## config.mk

```make
export PLATFORM = sky130hd
export DESIGN_NAME = time_of_day_text_parser
export DESIGN_NICKNAME = d
export VERILOG_FILES = /design/src/rtl/core/todp_pkg.sv /design/src/rtl/core/time_of_day_text_parser.sv /design/src/rtl/core/todp_step.sv /design/src/rtl/core/todp_result_reg.sv
export VERILOG_INCLUDE_DIRS = /design/src /design/src/rtl/core
export SDC_FILE = /design/constraint.sdc
export NUM_CORES = 1
export LEC_CHECK = 0
export ABC_CLOCK_PERIOD_IN_PS = 8650
export BUFFER_PORTS_ARGS = -buffer_cell sky130_fd_sc_hd__buf_2
export CAP_MARGIN = 20
export CORE_MARGIN = 2
export CORE_UTILIZATION = 64
export DETAILED_ROUTE_END_ITERATION = 7
export PLACE_DENSITY = 0.92
export REMOVE_ABC_BUFFERS = 1
export SYNTH_ARGS = -nofsm -noshare
export SYNTH_HDL_FRONTEND = slang
export SYNTH_SLANG_ARGS = --single-unit
```

## constraint.sdc

```tcl
create_clock -name clk -period 8.65 [get_ports clk]
set_input_delay 1.73 -clock clk [delete_from_list [all_inputs] [get_ports clk]]
set_output_delay 1.73 -clock clk [all_outputs]
set_load 0.005 [all_outputs]
```

## src/rtl/core/time_of_day_text_parser_assert.svh

```systemverilog
// Assertion macros for the time-of-day parser.
// Each macro expects clk and rst_n in the scope of the module that uses it.
`ifndef TIME_OF_DAY_TEXT_PARSER_ASSERT_SVH
`define TIME_OF_DAY_TEXT_PARSER_ASSERT_SVH

// Condition that must hold at every clock edge outside reset.
`define TODP_ASSERT_ALWAYS(label, cond, msg) \
  label: assert property (@(posedge clk) disable iff (!rst_n) (cond)) else $error(msg);

// Condition in one cycle that implies another in the next cycle.
`define TODP_ASSERT_NEXT(label, ante, cons, msg) \
  label: assert property (@(posedge clk) disable iff (!rst_n) (ante) |=> (cons)) \
    else $error(msg);

`endif

```

## src/rtl/core/todp_pkg.sv

```systemverilog
`timescale 1ns / 1ps
`default_nettype none

package todp_pkg;

  // Parse phases, one-hot.
  typedef enum logic [6:0] {
    PH_LEAD     = 7'b0000001,
    PH_HOUR     = 7'b0000010,
    PH_MINUTE   = 7'b0000100,
    PH_SECOND   = 7'b0001000,
    PH_SUFFIX   = 7'b0010000,
    PH_SUFFIX_M = 7'b0100000,
    PH_SKIP     = 7'b1000000
  } todp_phase_t;

  typedef enum logic [1:0] {
    ST_OK     = 2'd0,
    ST_FORMAT = 2'd1,
    ST_RANGE  = 2'd2
  } todp_status_t;

  localparam logic [7:0] CH_A     = 8'h61;
  localparam logic [7:0] CH_P     = 8'h70;
  localparam logic [7:0] CH_M     = 8'h6d;
  localparam logic [7:0] CH_COLON = 8'h3a;
  localparam logic [7:0] CH_ZERO  = 8'h30;
  localparam logic [7:0] CH_NINE  = 8'h39;
  localparam logic [7:0] CH_UC_A  = 8'h41;
  localparam logic [7:0] CH_UC_Z  = 8'h5a;
  localparam logic [7:0] CH_SPACE = 8'h20;
  localparam logic [7:0] CH_TAB   = 8'h09;
  localparam logic [7:0] CH_CR    = 8'h0d;

  localparam logic [6:0] HOUR_MAX   = 7'd23;
  localparam logic [6:0] MINSEC_MAX = 7'd59;
  localparam logic [4:0] PM_OFFSET  = 5'd12;
  localparam logic [4:0] HOUR_NOON  = 5'd12;
  localparam logic [6:0] NUM_SAT    = 7'd127;

  typedef struct packed {
    todp_phase_t  phase;
    logic [6:0]   acc;
    logic         digit_seen;
    logic [4:0]   hour;
    logic [5:0]   minute;
    todp_status_t err;
  } todp_state_t;

  typedef struct packed {
    todp_status_t status;
    logic [4:0]   hour;
    logic [5:0]   minute;
    logic [5:0]   second;
  } todp_result_t;

  localparam todp_state_t STATE_RST = '{
    phase:      PH_LEAD,
    acc:        7'd0,
    digit_seen: 1'b0,
    hour:       5'd0,
    minute:     6'd0,
    err:        ST_OK
  };

endpackage

`default_nettype wire

```

## src/rtl/core/time_of_day_text_parser.sv

```systemverilog
// Time-of-day text parser.
// Input channel: in_valid / in_ready with one text byte, in_char_in, per item.
// The first byte of a field is a lead byte; then H, H:MM or H:MM:SS, an
// optional a/p suffix and optional m. A NUL or whitespace byte ends the field
// and yields one result item on out_valid / out_ready: out_status (0 ok,
// 1 format error, 2 out of range), out_hour_out, out_minute_out and
// out_second_out. All other bytes yield no result.
// Path: a terminator byte goes through the input register, the combinational
// step logic and the result register.
// Throughput: one byte per cycle while the result register is free.
// Stall: while a result waits, one more byte is taken into the input register;
// further bytes are held off until out_ready frees the result register.
// Reset: synchronous, active low; both registers empty, parser waiting for a
// lead byte.
`timescale 1ns / 1ps
`default_nettype none
`include "time_of_day_text_parser_assert.svh"

module time_of_day_text_parser
  import todp_pkg::*;
(
  input  logic       clk,
  input  logic       rst_n,
  input  logic       in_valid,
  output logic       in_ready,
  input  logic [7:0] in_char_in,
  output logic       out_valid,
  input  logic       out_ready,
  output logic [1:0] out_status,
  output logic [4:0] out_hour_out,
  output logic [5:0] out_minute_out,
  output logic [5:0] out_second_out
);

  logic         in_vld_r;
  logic [7:0]   in_char_r;
  todp_state_t  state_r;
  todp_state_t  state_nxt;
  logic         step_res_vld;
  todp_result_t step_res;
  logic         slot_free;
  logic         proc_fire;
  todp_result_t out_data;

  assign proc_fire = in_vld_r && slot_free;
  assign in_ready  = !in_vld_r || proc_fire;

  always_ff @(posedge clk) begin
    if (!rst_n) begin
      in_vld_r <= 1'b0;
    end else if (in_ready) begin
      in_vld_r <= in_valid;
    end
  end

  always_ff @(posedge clk) begin
    if (in_valid && in_ready) begin
      in_char_r <= in_char_in;
    end
  end

  always_ff @(posedge clk) begin
    if (!rst_n) begin
      state_r <= STATE_RST;
    end else if (proc_fire) begin
      state_r <= state_nxt;
    end
  end

  todp_step u_step (
    .st      (state_r),
    .ch      (in_char_r),
    .st_nxt  (state_nxt),
    .res_vld (step_res_vld),
    .res     (step_res)
  );

  todp_result_reg u_result (
    .clk       (clk),
    .rst_n     (rst_n),
    .load      (proc_fire && step_res_vld),
    .load_data (step_res),
    .slot_free (slot_free),
    .out_valid (out_valid),
    .out_ready (out_ready),
    .out_data  (out_data)
  );

  assign out_status     = out_data.status;
  assign out_hour_out   = out_data.hour;
  assign out_minute_out = out_data.minute;
  assign out_second_out = out_data.second;

  `TODP_ASSERT_ALWAYS(a_ok_in_range,
    !(out_valid && out_status == ST_OK) ||
    (out_hour_out <= HOUR_MAX[4:0] && out_minute_out <= MINSEC_MAX[5:0] &&
     out_second_out <= MINSEC_MAX[5:0]),
    "ok result with field out of range")
  `TODP_ASSERT_ALWAYS(a_err_zero_fields,
    !(out_valid && out_status != ST_OK) ||
    (out_hour_out == 5'd0 && out_minute_out == 6'd0 && out_second_out == 6'd0),
    "error result with nonzero fields")
  `TODP_ASSERT_NEXT(a_result_loaded, proc_fire && step_res_vld, out_valid,
    "result lost after terminator")
  `TODP_ASSERT_NEXT(a_back_to_lead, proc_fire && step_res_vld, state_r.phase == PH_LEAD,
    "parser not waiting for lead byte after result")

endmodule

`default_nettype wire

```

## src/rtl/core/todp_step.sv

```systemverilog
`timescale 1ns / 1ps
`default_nettype none

module todp_step
  import todp_pkg::*;
(
  input  todp_state_t  st,
  input  logic [7:0]   ch,
  output todp_state_t  st_nxt,
  output logic         res_vld,
  output todp_result_t res
);

  logic        term;
  logic        is_digit;
  logic [7:0]  lc;
  logic [10:0] acc_mac;
  logic [6:0]  acc_sat;
  logic [6:0]  limit;
  logic        in_range;
  logic [4:0]  hour_sel;
  logic [5:0]  minute_sel;
  logic [5:0]  second_sel;
  logic        fail;
  todp_status_t fail_code;

  assign term     = (ch == 8'd0) || (ch == CH_SPACE) || (ch >= CH_TAB && ch <= CH_CR);
  assign is_digit = (ch >= CH_ZERO) && (ch <= CH_NINE);
  assign lc       = (ch >= CH_UC_A && ch <= CH_UC_Z) ? (ch | 8'h20) : ch;

  assign acc_mac  = ({4'd0, st.acc} << 3) + ({4'd0, st.acc} << 1) + {7'd0, ch[3:0]};
  assign acc_sat  = (acc_mac > {4'd0, NUM_SAT}) ? NUM_SAT : acc_mac[6:0];

  assign limit    = (st.phase == PH_HOUR) ? HOUR_MAX : MINSEC_MAX;
  assign in_range = (st.acc <= limit);

  // Values the number just closed leaves in the hold registers.
  assign hour_sel   = (st.phase == PH_HOUR) ? st.acc[4:0] : st.hour;
  assign minute_sel = (st.phase == PH_HOUR)   ? 6'd0 :
                      (st.phase == PH_MINUTE) ? st.acc[5:0] : st.minute;
  assign second_sel = (st.phase == PH_SECOND) ? st.acc[5:0] : 6'd0;

  always_comb begin
    st_nxt    = st;
    res_vld   = 1'b0;
    res       = '{status: ST_OK, hour: 5'd0, minute: 6'd0, second: 6'd0};
    fail      = 1'b0;
    fail_code = ST_FORMAT;

    unique case (st.phase)
      PH_HOUR, PH_MINUTE, PH_SECOND: begin
        if (is_digit) begin
          st_nxt.acc        = acc_sat;
          st_nxt.digit_seen = 1'b1;
        end else if (!st.digit_seen) begin
          fail = 1'b1;
        end else if (!in_range) begin
          fail      = 1'b1;
          fail_code = ST_RANGE;
        end else begin
          st_nxt.hour   = hour_sel;
          st_nxt.minute = minute_sel;
          st_nxt.acc    = (st.phase == PH_SECOND) ? st.acc : 7'd0;
          if (term) begin
            res_vld = 1'b1;
            res     = '{status: ST_OK, hour: hour_sel, minute: minute_sel,
                        second: second_sel};
            st_nxt  = STATE_RST;
          end else if (lc == CH_A) begin
            st_nxt.phase = PH_SUFFIX;
          end else if (lc == CH_P) begin
            if (hour_sel != 5'd0 && hour_sel < HOUR_NOON) begin
              st_nxt.hour = hour_sel + PM_OFFSET;
            end
            st_nxt.phase = PH_SUFFIX;
          end else if (ch == CH_COLON && st.phase != PH_SECOND) begin
            st_nxt.phase      = (st.phase == PH_HOUR) ? PH_MINUTE : PH_SECOND;
            st_nxt.acc        = 7'd0;
            st_nxt.digit_seen = 1'b0;
          end else begin
            fail = 1'b1;
          end
        end
      end
      PH_SUFFIX, PH_SUFFIX_M: begin
        if (term) begin
          res_vld = 1'b1;
          res     = '{status: ST_OK, hour: st.hour, minute: st.minute,
                      second: st.acc[5:0]};
          st_nxt  = STATE_RST;
        end else if (st.phase == PH_SUFFIX && lc == CH_M) begin
          st_nxt.phase = PH_SUFFIX_M;
        end else begin
          fail = 1'b1;
        end
      end
      PH_SKIP: begin
        if (term) begin
          res_vld    = 1'b1;
          res.status = st.err;
          st_nxt     = STATE_RST;
        end
      end
      default: begin
        // Consume the lead byte unseen.
        st_nxt       = STATE_RST;
        st_nxt.phase = PH_HOUR;
      end
    endcase

    // A terminator that causes the error reports at once.
    if (fail) begin
      if (term) begin
        res_vld    = 1'b1;
        res        = '{status: fail_code, hour: 5'd0, minute: 6'd0, second: 6'd0};
        st_nxt     = STATE_RST;
      end else begin
        st_nxt.err   = fail_code;
        st_nxt.phase = PH_SKIP;
      end
    end
  end

endmodule

`default_nettype wire

```

## src/rtl/core/todp_result_reg.sv

```systemverilog
`timescale 1ns / 1ps
`default_nettype none

module todp_result_reg
  import todp_pkg::*;
(
  input  logic         clk,
  input  logic         rst_n,
  input  logic         load,
  input  todp_result_t load_data,
  output logic         slot_free,
  output logic         out_valid,
  input  logic         out_ready,
  output todp_result_t out_data
);

  logic         valid_r;
  todp_result_t data_r;

  assign slot_free = !valid_r || out_ready;
  assign out_valid = valid_r;
  assign out_data  = data_r;

  always_ff @(posedge clk) begin
    if (!rst_n) begin
      valid_r <= 1'b0;
    end else if (load) begin
      valid_r <= 1'b1;
    end else if (out_ready) begin
      valid_r <= 1'b0;
    end
  end

  always_ff @(posedge clk) begin
    if (load) begin
      data_r <= load_data;
    end
  end

endmodule

`default_nettype wire

```

# == After elaboration in Yosys (flattened, before gate mapping) ==
# Index checks and enable logic that the tools add are counted.
# word_totals
output_inout_bits,21
ramBits,0
memories,0
latchBits,0
in_bits,12
regBits,57
rom_bits,0
wordCells,133
# classes
mul,0
muxes,65
eq_ne,20
order_cmp,9
addsub,3
n_reduce_logical,23
div_mod_pow,0
n_bitwise,0
shifts,0
# op_table
op,count
$mux 19,6
$mux 28,4
$pmux 28 s3,1
$mux 7,8
$mux 17,2
$pmux 17 s2,1
$mux 6,5
$mux 13,2
$eq 8x7->1 const B,3
$mux 8,3
$mux 21,1
$mux 20,1
$mux 1,17
$eq 8x6->1 const B,2
$mux 15,1
$mux 5,3
$reduce_and 7->1,2
$mux 2,6
$ne 3x1->1 const B,4
$add 10x8->11,1
$add 11x4->11,1
$gt 11x7->1 const B,1
$logic_and 1x1->1,9
$ge 8x4->1 const B,1
other kinds (29),35

# == Depth between registers and ports, before layout ==
# Gate-level depths: netlist (run 1).
# depth
word_depth,14
depth_mapped,12
depth_no_buf,11

# == By module ==
# Synthesis (run 1) repeated with hierarchy kept, for this count alone.
# unflattened
cells_unflattened,425
hier_area_um2,3801.1
# modules_own_cells
module,instances,cells_each,area_each_um2
todp_step,1,260,1762.9
time_of_day_text_parser,1,142,1418.9
todp_result_reg,1,23,619.3

# == Least setup slack after synthesis (run 1) ==
# No wires, ideal clock.
# synth_path
kind,reg-to-reg
start,register state_r[25] (netlist bit)
end,"register u_result.data_r, in the netlist u_result.out_data[0] (enable)"
setup_time_ns,0.419
arrival_ns,3.873
required_ns,8.231
period_less_slack_ns,4.292
path_stages_with_launch,12
slack_ns,4.358
n_path_buf,1
path_cell_list,dfxtp_1 buf_6 nor4_4 nand2_2 clkinv_1 ha_1 a21o_1 a31o_2 a21o_1 nor2_1 a211oi_1 nor3_1
# synth_between
elab_chain_cells,12
elab_cells_between_ends,31
classes_between,order compare (1); eq/ne (7); mux (17); reduce/logical (6)
# synth_lines
element,line,source
from (decl),time_of_day_text_parser.sv:37,todp_state_t state_r;
from (signal assigned),time_of_day_text_parser.sv:66,state_r <= state_nxt;
"parallel branches: the longest is 10 deep, another holds $le 7x7->1",-,
$mux 1 *,todp_step.sv:112,if (fail) begin
$logic_and 1x1->1 *,time_of_day_text_parser.sv:81,".load (proc_fire && step_res_vld),"
via u_result.load,todp_result_reg.sv:9,"input logic load,"
to (signal assigned),todp_result_reg.sv:36,data_r <= load_data;
to (decl),todp_result_reg.sv:18,todp_result_t data_r;
# Mark *: on every way through the listed nets, which the timed path passes.
# A chain may end at the register's enable or synchronous reset.

# == Worst setup path after layout (run 1) ==
# layout_path
start,input port out_ready
end,output port in_ready
# layout_between
elab_chain_cells,3
# layout_lines
element,line,source
from (decl),time_of_day_text_parser.sv:28,"input logic out_ready,"
$logic_or 1x1->1,todp_result_reg.sv:20,assign slot_free = !valid_r || out_ready;
$logic_and 1x1->1,time_of_day_text_parser.sv:45,assign proc_fire = in_vld_r && slot_free;
$logic_or 1x1->1,time_of_day_text_parser.sv:46,assign in_ready = !in_vld_r || proc_fire;
to (decl),time_of_day_text_parser.sv:25,"output logic in_ready,"
# Every way passes these cells.

==> flow_metrics.py, run 1 <==
metrics = {
    "outcome": {
        "result_of_the_run": "complete, no violations",
    },
    "die": {
        "die_area_mm2": 0.00589,
        "chipWidth_um": 76.8,
        "floorplan.core_area_mm2": 0.00511,
        "start_util_pct": 66.4,
        "ios": 33,
        "fp.dieH_um": 76.8,
        "fp-row-count": 26,
    },
    "clock_tree": {
        "clock_tree_from_tritoncts": "done",
        "tritoncts.num_buffers": 9,
        "cts_max_level": 3,
        "cts.sink_count": 57,
        "root_buffer": "clkbuf_8",
        "clockBufferDepth": 2,
        "cts_resized": 0,
        "cts_setup_buffers": 0,
        "clkSlewWorstSetupHoldPaths_ns": 0.07,
        "clock_latency_ns": 0.35,
        "cts_hold_buf": 0,
    },
    "yosys": {
        "synth_common_cells": "30 x dfxtp_1, 27 x edfxtp_1, 27 x nand2_1, 24 x nor2_1, 23 x a21oi_1",
        "synthMostInstantiatedCell": "dfxtp_1",
        "synth_enable_flop_cells": 27,
        "synth_cell_types": 70,
        "syn_inst": 343,
        "ys_top_cells_by_area": "edfxtp_1 24%, dfxtp_1 18%, ha_1 6.6%",
        "fraction_of_the_yosys_area_taken_by_sequential_cells_pct": 41.6,
        "synth_seq_cells": 57,
        "synth_top_flop_cell": "dfxtp_1",
        "postSynthAreaPerCell_um2": 9.88,
        "synth_area_mm2": 0.00339,
        "synth_async_sr_flop_share_pct": 0,
        "synth_top_cell_area_share_pct": 23.9,
        "synth_top_cell_by_area": "edfxtp_1",
        "synth.yosys.warnings": 0,
    },
    "pwr": {
        "max-vdd-ir-drop_v": 0.000114,
        "power_density_mw_per_mm2": 152,
        "leakagePower_nw": 1.43,
    },
    "placed_design": {
        "dp_cells": 432,
        "hpwlAfterDp_um": 5610,
        "routability_congestion_estimate_from_global_placement": 0.970,
        "numPortBuffers": 32,
    },
    "grt": {
        "largest_net_degree_at_the_start_of_global_routing": 20,
        "grt_first_pass_wirelength_um": 13000,
        "via_count_of_the_first_global_routing_pass": 2761,
        "globalRoute.totalOverflow": 0,
        "antenna_found_initial": 0,
        "grt_use_total_pct": 28.1,
    },
    "critical_path": {
        "path_max_fanout": 5,
        "arrival_ns": 2.31,
        "critPathKind": "primary input to primary output",
        "critical_path.endpoint_type": "primary output",
        "worstPathRequired_ns": 6.92,
        "setup.worst_path.start_class": "primary input",
    },
    "layout": {
        "diodes": 0,
        "final_cell_count_without_fillers": 448,
        "drive_above_1_share_pct": 16.4,
        "finalNetCount": 405,
        "number_of_filler_cells_placed_in_the_layout": 356,
        "multi_input_area_mm2": 0.00186,
        "area_delta_synth_final_pct": 11.0,
        "ff_latch_area_mm2": 0.00141,
    },
    "route": {
        "drt-wirelength-per-cell_um": 17.9,
        "drt.antenna.violating_nets": 0,
        "dr_total_vias": 2995,
        "route.detailed.vias_per_inst": 6.69,
        "wl_met1_um": 3320,
        "post-route-drc-count": 0,
        "highest_layer": "met4",
        "drtPass1Iterations": 5,
        "drt_iter0_markers": 392,
        "drt_wl_total_um": 8030,
        "met3_layer_wire_length_in_the_routed_design_um": 707,
        "routed-wl-met2_um": 3700,
    },
    "timing": {
        "worst_pin_slew_ns": 0.972,
        "final_max_slew_viol_count": 0,
        "rsz_0062_raised_after_global_routing": "false",
        "post-route-min-period_ns": 4.04,
        "final_min_period_over_clock_period_pct": 46.7,
        "fmax_ghz": 0.248,
        "setup-tns-final_ns": 0,
        "setup_viol": 0,
        "finalHoldViolations": 0,
        "fin_worst_skew_ns": 0.00876,
        "fin_worst_hold_slack_ns": 0.485,
        "max-slew-margin-rel_pct": 34.3,
    },
    "hold_path": {
        "min-delay-path-class": "flop to flop",
    },
    "flow_run": {
        "reported_max_cap_violation_count": 0,
    },
}
## metal layers
layer	vias to the layer above	global-route usage [%]
li1	1383	-
met1	1389	35.5
met2	184	44.6
met3	39	7.06
met4	0	14.4
met5	-	0
## cell type report
type	count	share of cell area, %
multi-input combinational	261	49.4
sequential	57	37.5
timing repair buffer	33	4.46
clock buffer	10	3.39
tap	70	2.33
clock inverter	6	1.80
inverter	11	1.10
## critical path, stage by stage
cell	delay, ns
buf_2	0.10
nor2b_1	0.25
nand2_1	0.10
buf_2	0.13
## cells by family (layout without fill, tap and decap cells)
kind of cell	count (synthesis)	count (layout)	share of synthesized area, %
XOR/XNOR	8	8	2.07
AO/OA/AOI/OAI	104	104	22.3
multiplexers	4	4	1.18
AND/OR/NAND/NOR	125	125	21.3
flip-flops	57	57	41.6
adder cells (fa/ha/maj)	20	20	7.83
buffers and inverters	25	60	3.65
## flip-flops by register name (all words and copies together), names as in the netlist
| name | cells |
|---|---|
| in_vld_r | 1 |
| in_char_r | 8 |
| u_result.out_data | 19 |
| u_result.out_valid | 1 |
| state_r | 28 |
## cell usage in the layout (no fill, tap or decap), types with 6 or more instances in the layout
cell type	instances
a21oi_1	23
nand3_1	10
nand4_1	8
nor3_1	6
nor3b_1	6
clkbuf_8	9
edfxtp_1	27
inv_1	10
o21ai_0	10
ha_1	18
nand2_1	27
o2bb2ai_1	8
nor2_1	24
dfxtp_1	30
a22o_1	17
buf_2	32
and2_1	6
## through the flow
stage / utilization [%] / worst slack [ns] / power, mW / area [um^2]
after floorplan: - / 4.38 / 0.321 / 3310
after global placement: 69.8 / 4.66 / 0.331 / 3570
after detailed placement: 69.8 / 4.61 / 0.332 / 3570
after CTS: 73.7 / 4.60 / 0.573 / 3760
after global routing: 73.7 / 4.47 / 0.592 / 3760
final: 73.7 / 4.61 / 0.574 / 3760
## power by group
group,switching (mW),total [mW],internal (mW),leakage [nW]
Sequential,0.00732,0.293,0.285,0.508
Clock,0.111,0.245,0.134,0.0929
Combinational,0.0227,0.0360,0.0134,0.829
Total,0.141,0.574,0.432,1.43
## worst paths after layout
kind / from / endpoint / slack (ns) / depth (start not counted)
hold / removal: state_r[5] / state_r[5] / 0.49 / 1
setup / recovery: out_ready / in_ready / 4.61 / 4
setup reg to reg: state_r[22] / u_result.out_data[14] / 4.72 / 11
hold reg to reg: state_r[5] / state_r[5] / 0.49 / 1
(Power assumes the default switching activity.)
==> run 2: changes to the inputs <==
--- a/config.mk
+++ b/config.mk
@@ -6,13 +6,14 @@
 export SDC_FILE = /design/constraint.sdc
 export NUM_CORES = 1
 export LEC_CHECK = 0
-export ABC_CLOCK_PERIOD_IN_PS = 8650
+export ABC_AREA = 1
+export ABC_CLOCK_PERIOD_IN_PS = 3400
 export BUFFER_PORTS_ARGS = -buffer_cell sky130_fd_sc_hd__buf_2
 export CAP_MARGIN = 20
 export CORE_MARGIN = 2
-export CORE_UTILIZATION = 64
+export CORE_UTILIZATION = 54
 export DETAILED_ROUTE_END_ITERATION = 7
-export PLACE_DENSITY = 0.92
+export PLACE_DENSITY = 0.83
 export REMOVE_ABC_BUFFERS = 1
 export SYNTH_ARGS = -nofsm -noshare
 export SYNTH_HDL_FRONTEND = slang
==> constraint.sdc (replaced) <==
create_clock -name clk -period 3.4 [get_ports clk]
set_input_delay 0.68 -clock clk [delete_from_list [all_inputs] [get_ports clk]]
set_output_delay 0.68 -clock clk [all_outputs]
set_load 0.005 [all_outputs]
==> flow_metrics.py, run 2 <==
metrics = {
    "clock_tree": {
        "cts_max_level": 3,
        "cts_setup_buffers": 0,
        "cts_resized": 0,
        "clockBufferDepth": 2,
        "clock_tree_from_tritoncts": "done",
        "clkSlewWorstSetupHoldPaths_ns": 0.06,
        "cts_hold_buf": 0,
        "clock_latency_ns": 0.34,
        "root_buffer": "clkbuf_8",
        "tritoncts.num_buffers": 9,
        "cts.sink_count": 57,
    },
    "timing": {
        "rsz_0062_raised_after_global_routing": "false",
        "max-slew-margin-rel_pct": 28.1,
        "setup-tns-final_ns": 0,
        "fin_worst_skew_ns": 0.0141,
        "finalHoldViolations": 0,
        "fin_worst_hold_slack_ns": 0.492,
        "final_min_period_over_clock_period_pct": 89.2,
        "fmax_ghz": 0.330,
        "setup_viol": 0,
        "worst_pin_slew_ns": 1.07,
        "final_max_slew_viol_count": 0,
        "post-route-min-period_ns": 3.03,
    },
    "route": {
        "drt_wl_total_um": 9040,
        "drt_iter0_markers": 285,
        "dr_total_vias": 3636,
        "route.detailed.vias_per_inst": 5.74,
        "drt-wirelength-per-cell_um": 14.3,
        "post-route-drc-count": 0,
        "drt.antenna.violating_nets": 0,
        "drtPass1Iterations": 6,
    },
    "critical_path": {
        "r2r_setup_slack_ns": 0.37,
        "worstSetupStartpoint": "state_r[26]",
        "worstRegToRegCells": 16,
        "rr_startpoint": "state_r[26]",
        "critPathKind": "flop to flop",
        "setup.worst_path.start_class": "flop",
        "critical_path.endpoint_type": "flop",
        "arrival_ns": 3.08,
        "worstPathRequired_ns": 3.44,
        "crit_end": "u_result.out_data[3]",
        "r2r-end": "u_result.out_data[3]",
        "path_max_fanout": 19,
    },
    "layout": {
        "final_cell_mix": "137 x nand2_1, 48 x inv_1, 42 x nor2_1",
        "finalNetCount": 580,
        "mostFrequentLayoutCell": "nand2_1",
        "largest-register": "state_r",
        "area_delta_synth_final_pct": 11.3,
        "number_of_filler_cells_placed_in_the_layout": 621,
        "flip_flop_count_of_the_largest_register_after_layout": 28,
        "drive_above_1_share_pct": 19.9,
        "diodes": 0,
    },
    "yosys": {
        "synth_async_sr_flop_share_pct": 0,
        "synthMostInstantiatedCell": "nand2_1",
        "synth_area_mm2": 0.00376,
        "synth.yosys.warnings": 0,
        "ys_top_cells_by_area": "edfxtp_1 22%, dfxtp_1 16%, nand2_1 14%",
        "synth_common_cells": "137 x nand2_1, 48 x inv_1, 42 x nor2_1, 38 x a21oi_1, 30 x dfxtp_1",
        "synth_top_cell_area_share_pct": 21.6,
        "synth_seq_cells": 57,
        "synth_enable_flop_cells": 27,
        "fraction_of_the_yosys_area_taken_by_sequential_cells_pct": 37.6,
        "synth_cell_types": 39,
        "postSynthAreaPerCell_um2": 7.37,
        "synth_top_cell_by_area": "edfxtp_1",
        "syn_inst": 510,
        "synth_top_flop_cell": "dfxtp_1",
    },
    "pwr": {
        "power_density_mw_per_mm2": 330,
        "max-vdd-ir-drop_v": 0.000175,
        "leakagePower_nw": 1.80,
    },
    "grt": {
        "largest_net_degree_at_the_start_of_global_routing": 25,
        "via_count_of_the_first_global_routing_pass": 3360,
        "grt_first_pass_wirelength_um": 15300,
        "globalRoute.totalOverflow": 0,
        "grt_use_total_pct": 25.5,
        "antenna_found_initial": 0,
    },
    "die": {
        "fp-row-count": 30,
        "die_area_mm2": 0.00764,
        "start_util_pct": 55.6,
        "floorplan.core_area_mm2": 0.00676,
        "fp.dieH_um": 87.4,
        "chipWidth_um": 87.4,
        "ios": 33,
    },
    "placed_design": {
        "hpwlAfterDp_um": 6640,
        "numPortBuffers": 32,
        "routability_congestion_estimate_from_global_placement": 0.968,
    },
    "hold_path": {
        "min-delay-path-class": "flop to flop",
    },
    "flow_run": {
        "reported_max_cap_violation_count": 0,
    },
    "outcome": {
        "result_of_the_run": "complete, no violations",
    },
}
## run 2: cell count changes in the layout (fill, tap and decap cells not counted), moves of 8 or more
cell	previous run	this run
a21oi_2	1	13
nor2_1	24	42
o21ai_1	2	13
a21oi_1	23	38
a22o_1	17	0
nand3_1	10	29
inv_1	10	48
o21ai_0	10	29
nand2_1	27	137
o2bb2ai_1	8	0
inv_2	0	18
## run 2: power by group
group | internal (mW) | total [mW] | switching, mW
Sequential | 0.726 | 0.736 | 0.0107
Clock | 0.277 | 0.548 | 0.271
Combinational | 0.0268 | 0.0935 | 0.0667
Total | 1.03 | 1.38 | 0.348
## run 2: how the worst min path moves through the flow
stage / from / endpoint / slack, ns / cells past startpoint
6_report: state_r[3] / state_r[3] / 0.49 / 2
4_1_cts: state_r[3] / state_r[3] / 0.49 / 2
3_5_place_dp: state_r[8] / state_r[8] / 0.48 / 2
3_3_place_gp: state_r[3] / state_r[3] / 0.47 / 2
5_1_grt: in_char_in[6] / in_char_r[6] / 0.51 / 1
2_1_floorplan: state_r[2] / state_r[2] / 0.46 / 2
## run 2: area by class of cell
| type | count | area (um^2) | share of cell area [%] |
|---|---|---|---|
| clock buffers | 10 | 138 | 3.29 |
| clock inverters | 6 | 33.8 | 0.808 |
| inverters | 67 | 256 | 6.14 |
| multi-input cells | 376 | 2030 | 48.6 |
| flip-flops and latches | 57 | 1410 | 33.8 |
| well taps | 80 | 100 | 2.39 |
| repair buffers | 37 | 210 | 5.03 |
## run 2: per-stage QoR
| step | util (%) | worst slack [ns] | instances | cell area, um^2 | power [mW] |
|---|---|---|---|---|---|
| final | 61.9 | 0.367 | 633 | 4180 | 1.38 |
| after CTS | 61.9 | 0.402 | 633 | 4180 | 1.38 |
| after floorplan | - | 0.402 | 500 | 3700 | 0.814 |
| after detailed placement | 59.3 | 0.410 | 617 | 4010 | 0.843 |
| after global routing | 61.9 | 0.147 | 633 | 4180 | 1.43 |
| after global placement | 59.3 | 0.563 | 617 | 4010 | 0.838 |
## run 2: worst max-delay path: stages (launching register included)
cell      delay, ns
dfxtp_1        0.34
inv_2          0.07
nand2_2        0.07
nor2_4         0.17
nand2_2        0.20
inv_2          0.13
ha_1           0.25
a21oi_1        0.16
o21bai_1       0.12
a21oi_4        0.26
inv_2          0.06
nor2_1         0.11
inv_2          0.06
nor2_4         0.21
a21oi_2        0.07
a21oi_2        0.24
buf_12         0.19
## run 2: kinds of logic (layout without fill, tap and decap cells)
family	after synthesis	count (layout)	share of synthesized area (%)
buffers and inverters	77	120	8.39
XOR/XNOR	1	1	0.233
adder cells (fa/ha/maj)	20	20	7.06
AND/OR/NAND/NOR	252	252	30.9
AO/OA/AOI/OAI	103	103	15.8
flip-flops	57	57	37.6
## run 2: layer usage
metal | global-route usage [%] | part of all wire (%) | vias to the layer above
li1 | - | - | 1770
met1 | 32.7 | 42 | 1655
met2 | 41.5 | 48 | 173
met3 | 3.51 | 6.3 | 38
met4 | 13.3 | 3.7 | 0
met5 | 0 | 0 | -
==> run 3: changes to the inputs <==
--- a/config.mk
+++ b/config.mk
@@ -6,14 +6,14 @@
 export SDC_FILE = /design/constraint.sdc
 export NUM_CORES = 1
 export LEC_CHECK = 0
-export ABC_AREA = 1
+export ABC_AREA = 0
 export ABC_CLOCK_PERIOD_IN_PS = 3400
 export BUFFER_PORTS_ARGS = -buffer_cell sky130_fd_sc_hd__buf_2
 export CAP_MARGIN = 20
 export CORE_MARGIN = 2
 export CORE_UTILIZATION = 54
 export DETAILED_ROUTE_END_ITERATION = 7
-export PLACE_DENSITY = 0.83
+export PLACE_DENSITY = 0.84
 export REMOVE_ABC_BUFFERS = 1
 export SYNTH_ARGS = -nofsm -noshare
 export SYNTH_HDL_FRONTEND = slang
==> flow_metrics.py, run 3 (synthesis results as in run 1) <==
metrics = {
    "hold_path": {
        "hold_critical_path_depth": 1,
        "min-delay-path-class": "flop to flop",
    },
    "timing": {
        "fin_worst_skew_ns": 0.0110,
        "final_max_slew_viol_count": 0,
        "worst_pin_slew_ns": 0.696,
        "finalHoldViolations": 0,
        "fmax_ghz": 0.321,
        "fin_worst_hold_slack_ns": 0.489,
        "max-slew-margin-rel_pct": 53.4,
        "post-route-min-period_ns": 3.12,
        "final_min_period_over_clock_period_pct": 91.7,
        "setup_viol": 0,
        "setup-tns-final_ns": 0,
        "fin_ws_ns": 0.282,
        "rsz_0062_raised_after_global_routing": "false",
    },
    "clock_tree": {
        "cts_setup_buffers": 0,
        "cts_max_level": 3,
        "tritoncts.num_buffers": 9,
        "clkSlewWorstSetupHoldPaths_ns": 0.07,
        "clock_tree_from_tritoncts": "done",
        "clockBufferDepth": 2,
        "cts_hold_buf": 0,
        "clock_latency_ns": 0.35,
        "root_buffer": "clkbuf_8",
        "cts.sink_count": 57,
    },
    "pwr": {
        "part_of_the_total_power_dissipated_in_sequential_elements_pct": 51.1,
        "p_int_mw": 1.10,
        "leakagePower_nw": 1.48,
        "power.net_switching_mw": 0.351,
        "totalPowerFinal_mw": 1.46,
        "max-vdd-ir-drop_v": 0.000216,
        "power_density_mw_per_mm2": 379,
        "power.combinational.fraction_pct": 6.6,
        "clkPwrFrac_pct": 42.3,
        "sw_frac_of_total_pct": 24.1,
    },
    "placed_design": {
        "routability_congestion_estimate_from_global_placement": 0.953,
        "dp_cells": 446,
        "preCtsSetupSlack_ns": 0.295,
        "numPortBuffers": 32,
        "postPlaceCellArea_mm2": 0.00364,
        "hpwlAfterDp_um": 5840,
    },
    "outcome": {
        "result_of_the_run": "complete, no violations",
    },
    "layout": {
        "final_core_utilization_pct": 64.1,
        "fin_area_mm2": 0.00384,
        "diodes": 0,
        "area_delta_synth_final_pct": 13.3,
        "final_cell_count_without_fillers": 462,
        "flip_flop_count_of_the_largest_register_after_layout": 28,
        "finalNetCount": 414,
        "largest-register": "state_r",
        "drive_above_1_share_pct": 18.6,
        "number_of_filler_cells_placed_in_the_layout": 490,
        "mostFrequentLayoutCell": "buf_2",
        "final_cell_mix": "32 x buf_2, 30 x dfxtp_1, 27 x nand2_1, 27 x edfxtp_1, 24 x nor2_1",
    },
    "critical_path": {
        "critical_path_cell_count": 12,
        "worstRegToRegCells": 12,
        "path_max_fanout": 9,
        "critPathKind": "flop to flop",
        "cp_num_buf_inv": 2,
        "timing.critical_path.max_delay_family": "simple AND/OR/NAND/NOR gates",
        "cp_common_cell": "mux2i_1",
        "worst_stage_delay_on_the_critical_path_ns": 0.54,
        "r2r_setup_slack_ns": 0.28,
        "worstPathRequired_ns": 3.64,
        "critical_path.endpoint_type": "flop",
        "setup.worst_path.start_class": "flop",
        "arrival_ns": 3.35,
        "crit_chain": "nor3b_2, nand2_2, clkinv_1, buf_4, mux2i_1, ha_1, or3b_2, nand4_1, xnor2_1, mux2i_1, a22oi_1, a211oi_1",
        "worst_path_max_delay_cell": "dfxtp_1",
    },
    "grt": {
        "antenna_found_initial": 0,
        "grt_use_total_pct": 23.6,
        "grt_first_pass_wirelength_um": 13200,
        "largest_net_degree_at_the_start_of_global_routing": 20,
        "globalRoute.totalOverflow": 0,
        "via_count_of_the_first_global_routing_pass": 2828,
    },
    "die": {
        "floorplan.core_area_mm2": 0.00599,
        "die_area_mm2": 0.00693,
        "ios": 33,
        "start_util_pct": 56.6,
        "chipWidth_um": 83.2,
        "fp-row-count": 28,
        "fp.dieH_um": 83.2,
    },
    "flow_run": {
        "reported_max_cap_violation_count": 0,
    },
    "route": {
        "drtPass1Iterations": 6,
        "drt-wirelength-per-cell_um": 17.1,
        "drt_wl_total_um": 7890,
        "dr_total_vias": 2926,
        "drt.antenna.violating_nets": 0,
        "route.detailed.vias_per_inst": 6.33,
        "post-route-drc-count": 0,
        "drt_iter0_markers": 278,
    },
}
run 3: cell count changes in the layout (fill, tap and decap cells not counted), sizes merged, moves of 17 or more:
cell / delta
nor2: -26
nand3: -21
a22o: +17
o21ai: -31
nand2: -118
a21oi: -28
inv: -56
run 3: worst reg2reg max path, delay by kind of cell, from the launching register on:
family	cells	cell delay, ns
flip-flops	1	0.54
AND/OR/NAND/NOR	4	0.98
multiplexers	2	0.54
adder cells (fa/ha/maj)	1	0.21
AO/OA/AOI/OAI	2	0.44
XOR/XNOR	1	0.07
buffers and inverters	2	0.23
run 3: layout make-up:
type	instances	area [um^2]	share of cell area [%]
inverters	11	41.3	1.07
clock buffers	10	128	3.32
multi-input cells	261	1860	48.5
well taps	75	93.8	2.44
repair buffers	42	235	6.12
clock inverters	6	67.6	1.76
flip-flops and latches	57	1410	36.7
run 3: power groups by stage:
stage	clock network (mW)	registers, mW	logic, mW
floorplan	0	0.753	0.0633
detailed placement	0	0.758	0.0946
global placement	0	0.757	0.0934
CTS	0.626	0.743	0.0950
global route	0.657	0.746	0.105
finish	0.616	0.744	0.0965
run 3: final timing paths:
| path | start | endpoint |
|---|---|---|
| setup / recovery | state_r[22] | state_r[10] |
| hold reg to reg | state_r[6] | state_r[6] |
| setup reg to reg | state_r[22] | state_r[10] |
| hold / removal | state_r[6] | state_r[6] |
run 3: what timing repair did:
item / 4_1_cts / 5_1_grt
gates resized for setup: 0 / 1
endpoints found under the setup margin: 0 / 20
hold endpoints to repair: 0 / 0
run 3: metal layers:
metal / part of all wire [%] / global-route usage (%) / wire length, um / vias to the layer above
li1: - / - / - / 1404
met1: 44 / 29.9 / 3440 / 1345
met2: 45 / 36.8 / 3520 / 142
met3: 7.6 / 5.96 / 601 / 35
met4: 4.1 / 13.0 / 323 / 0
met5: 0 / 0 / 0 / -
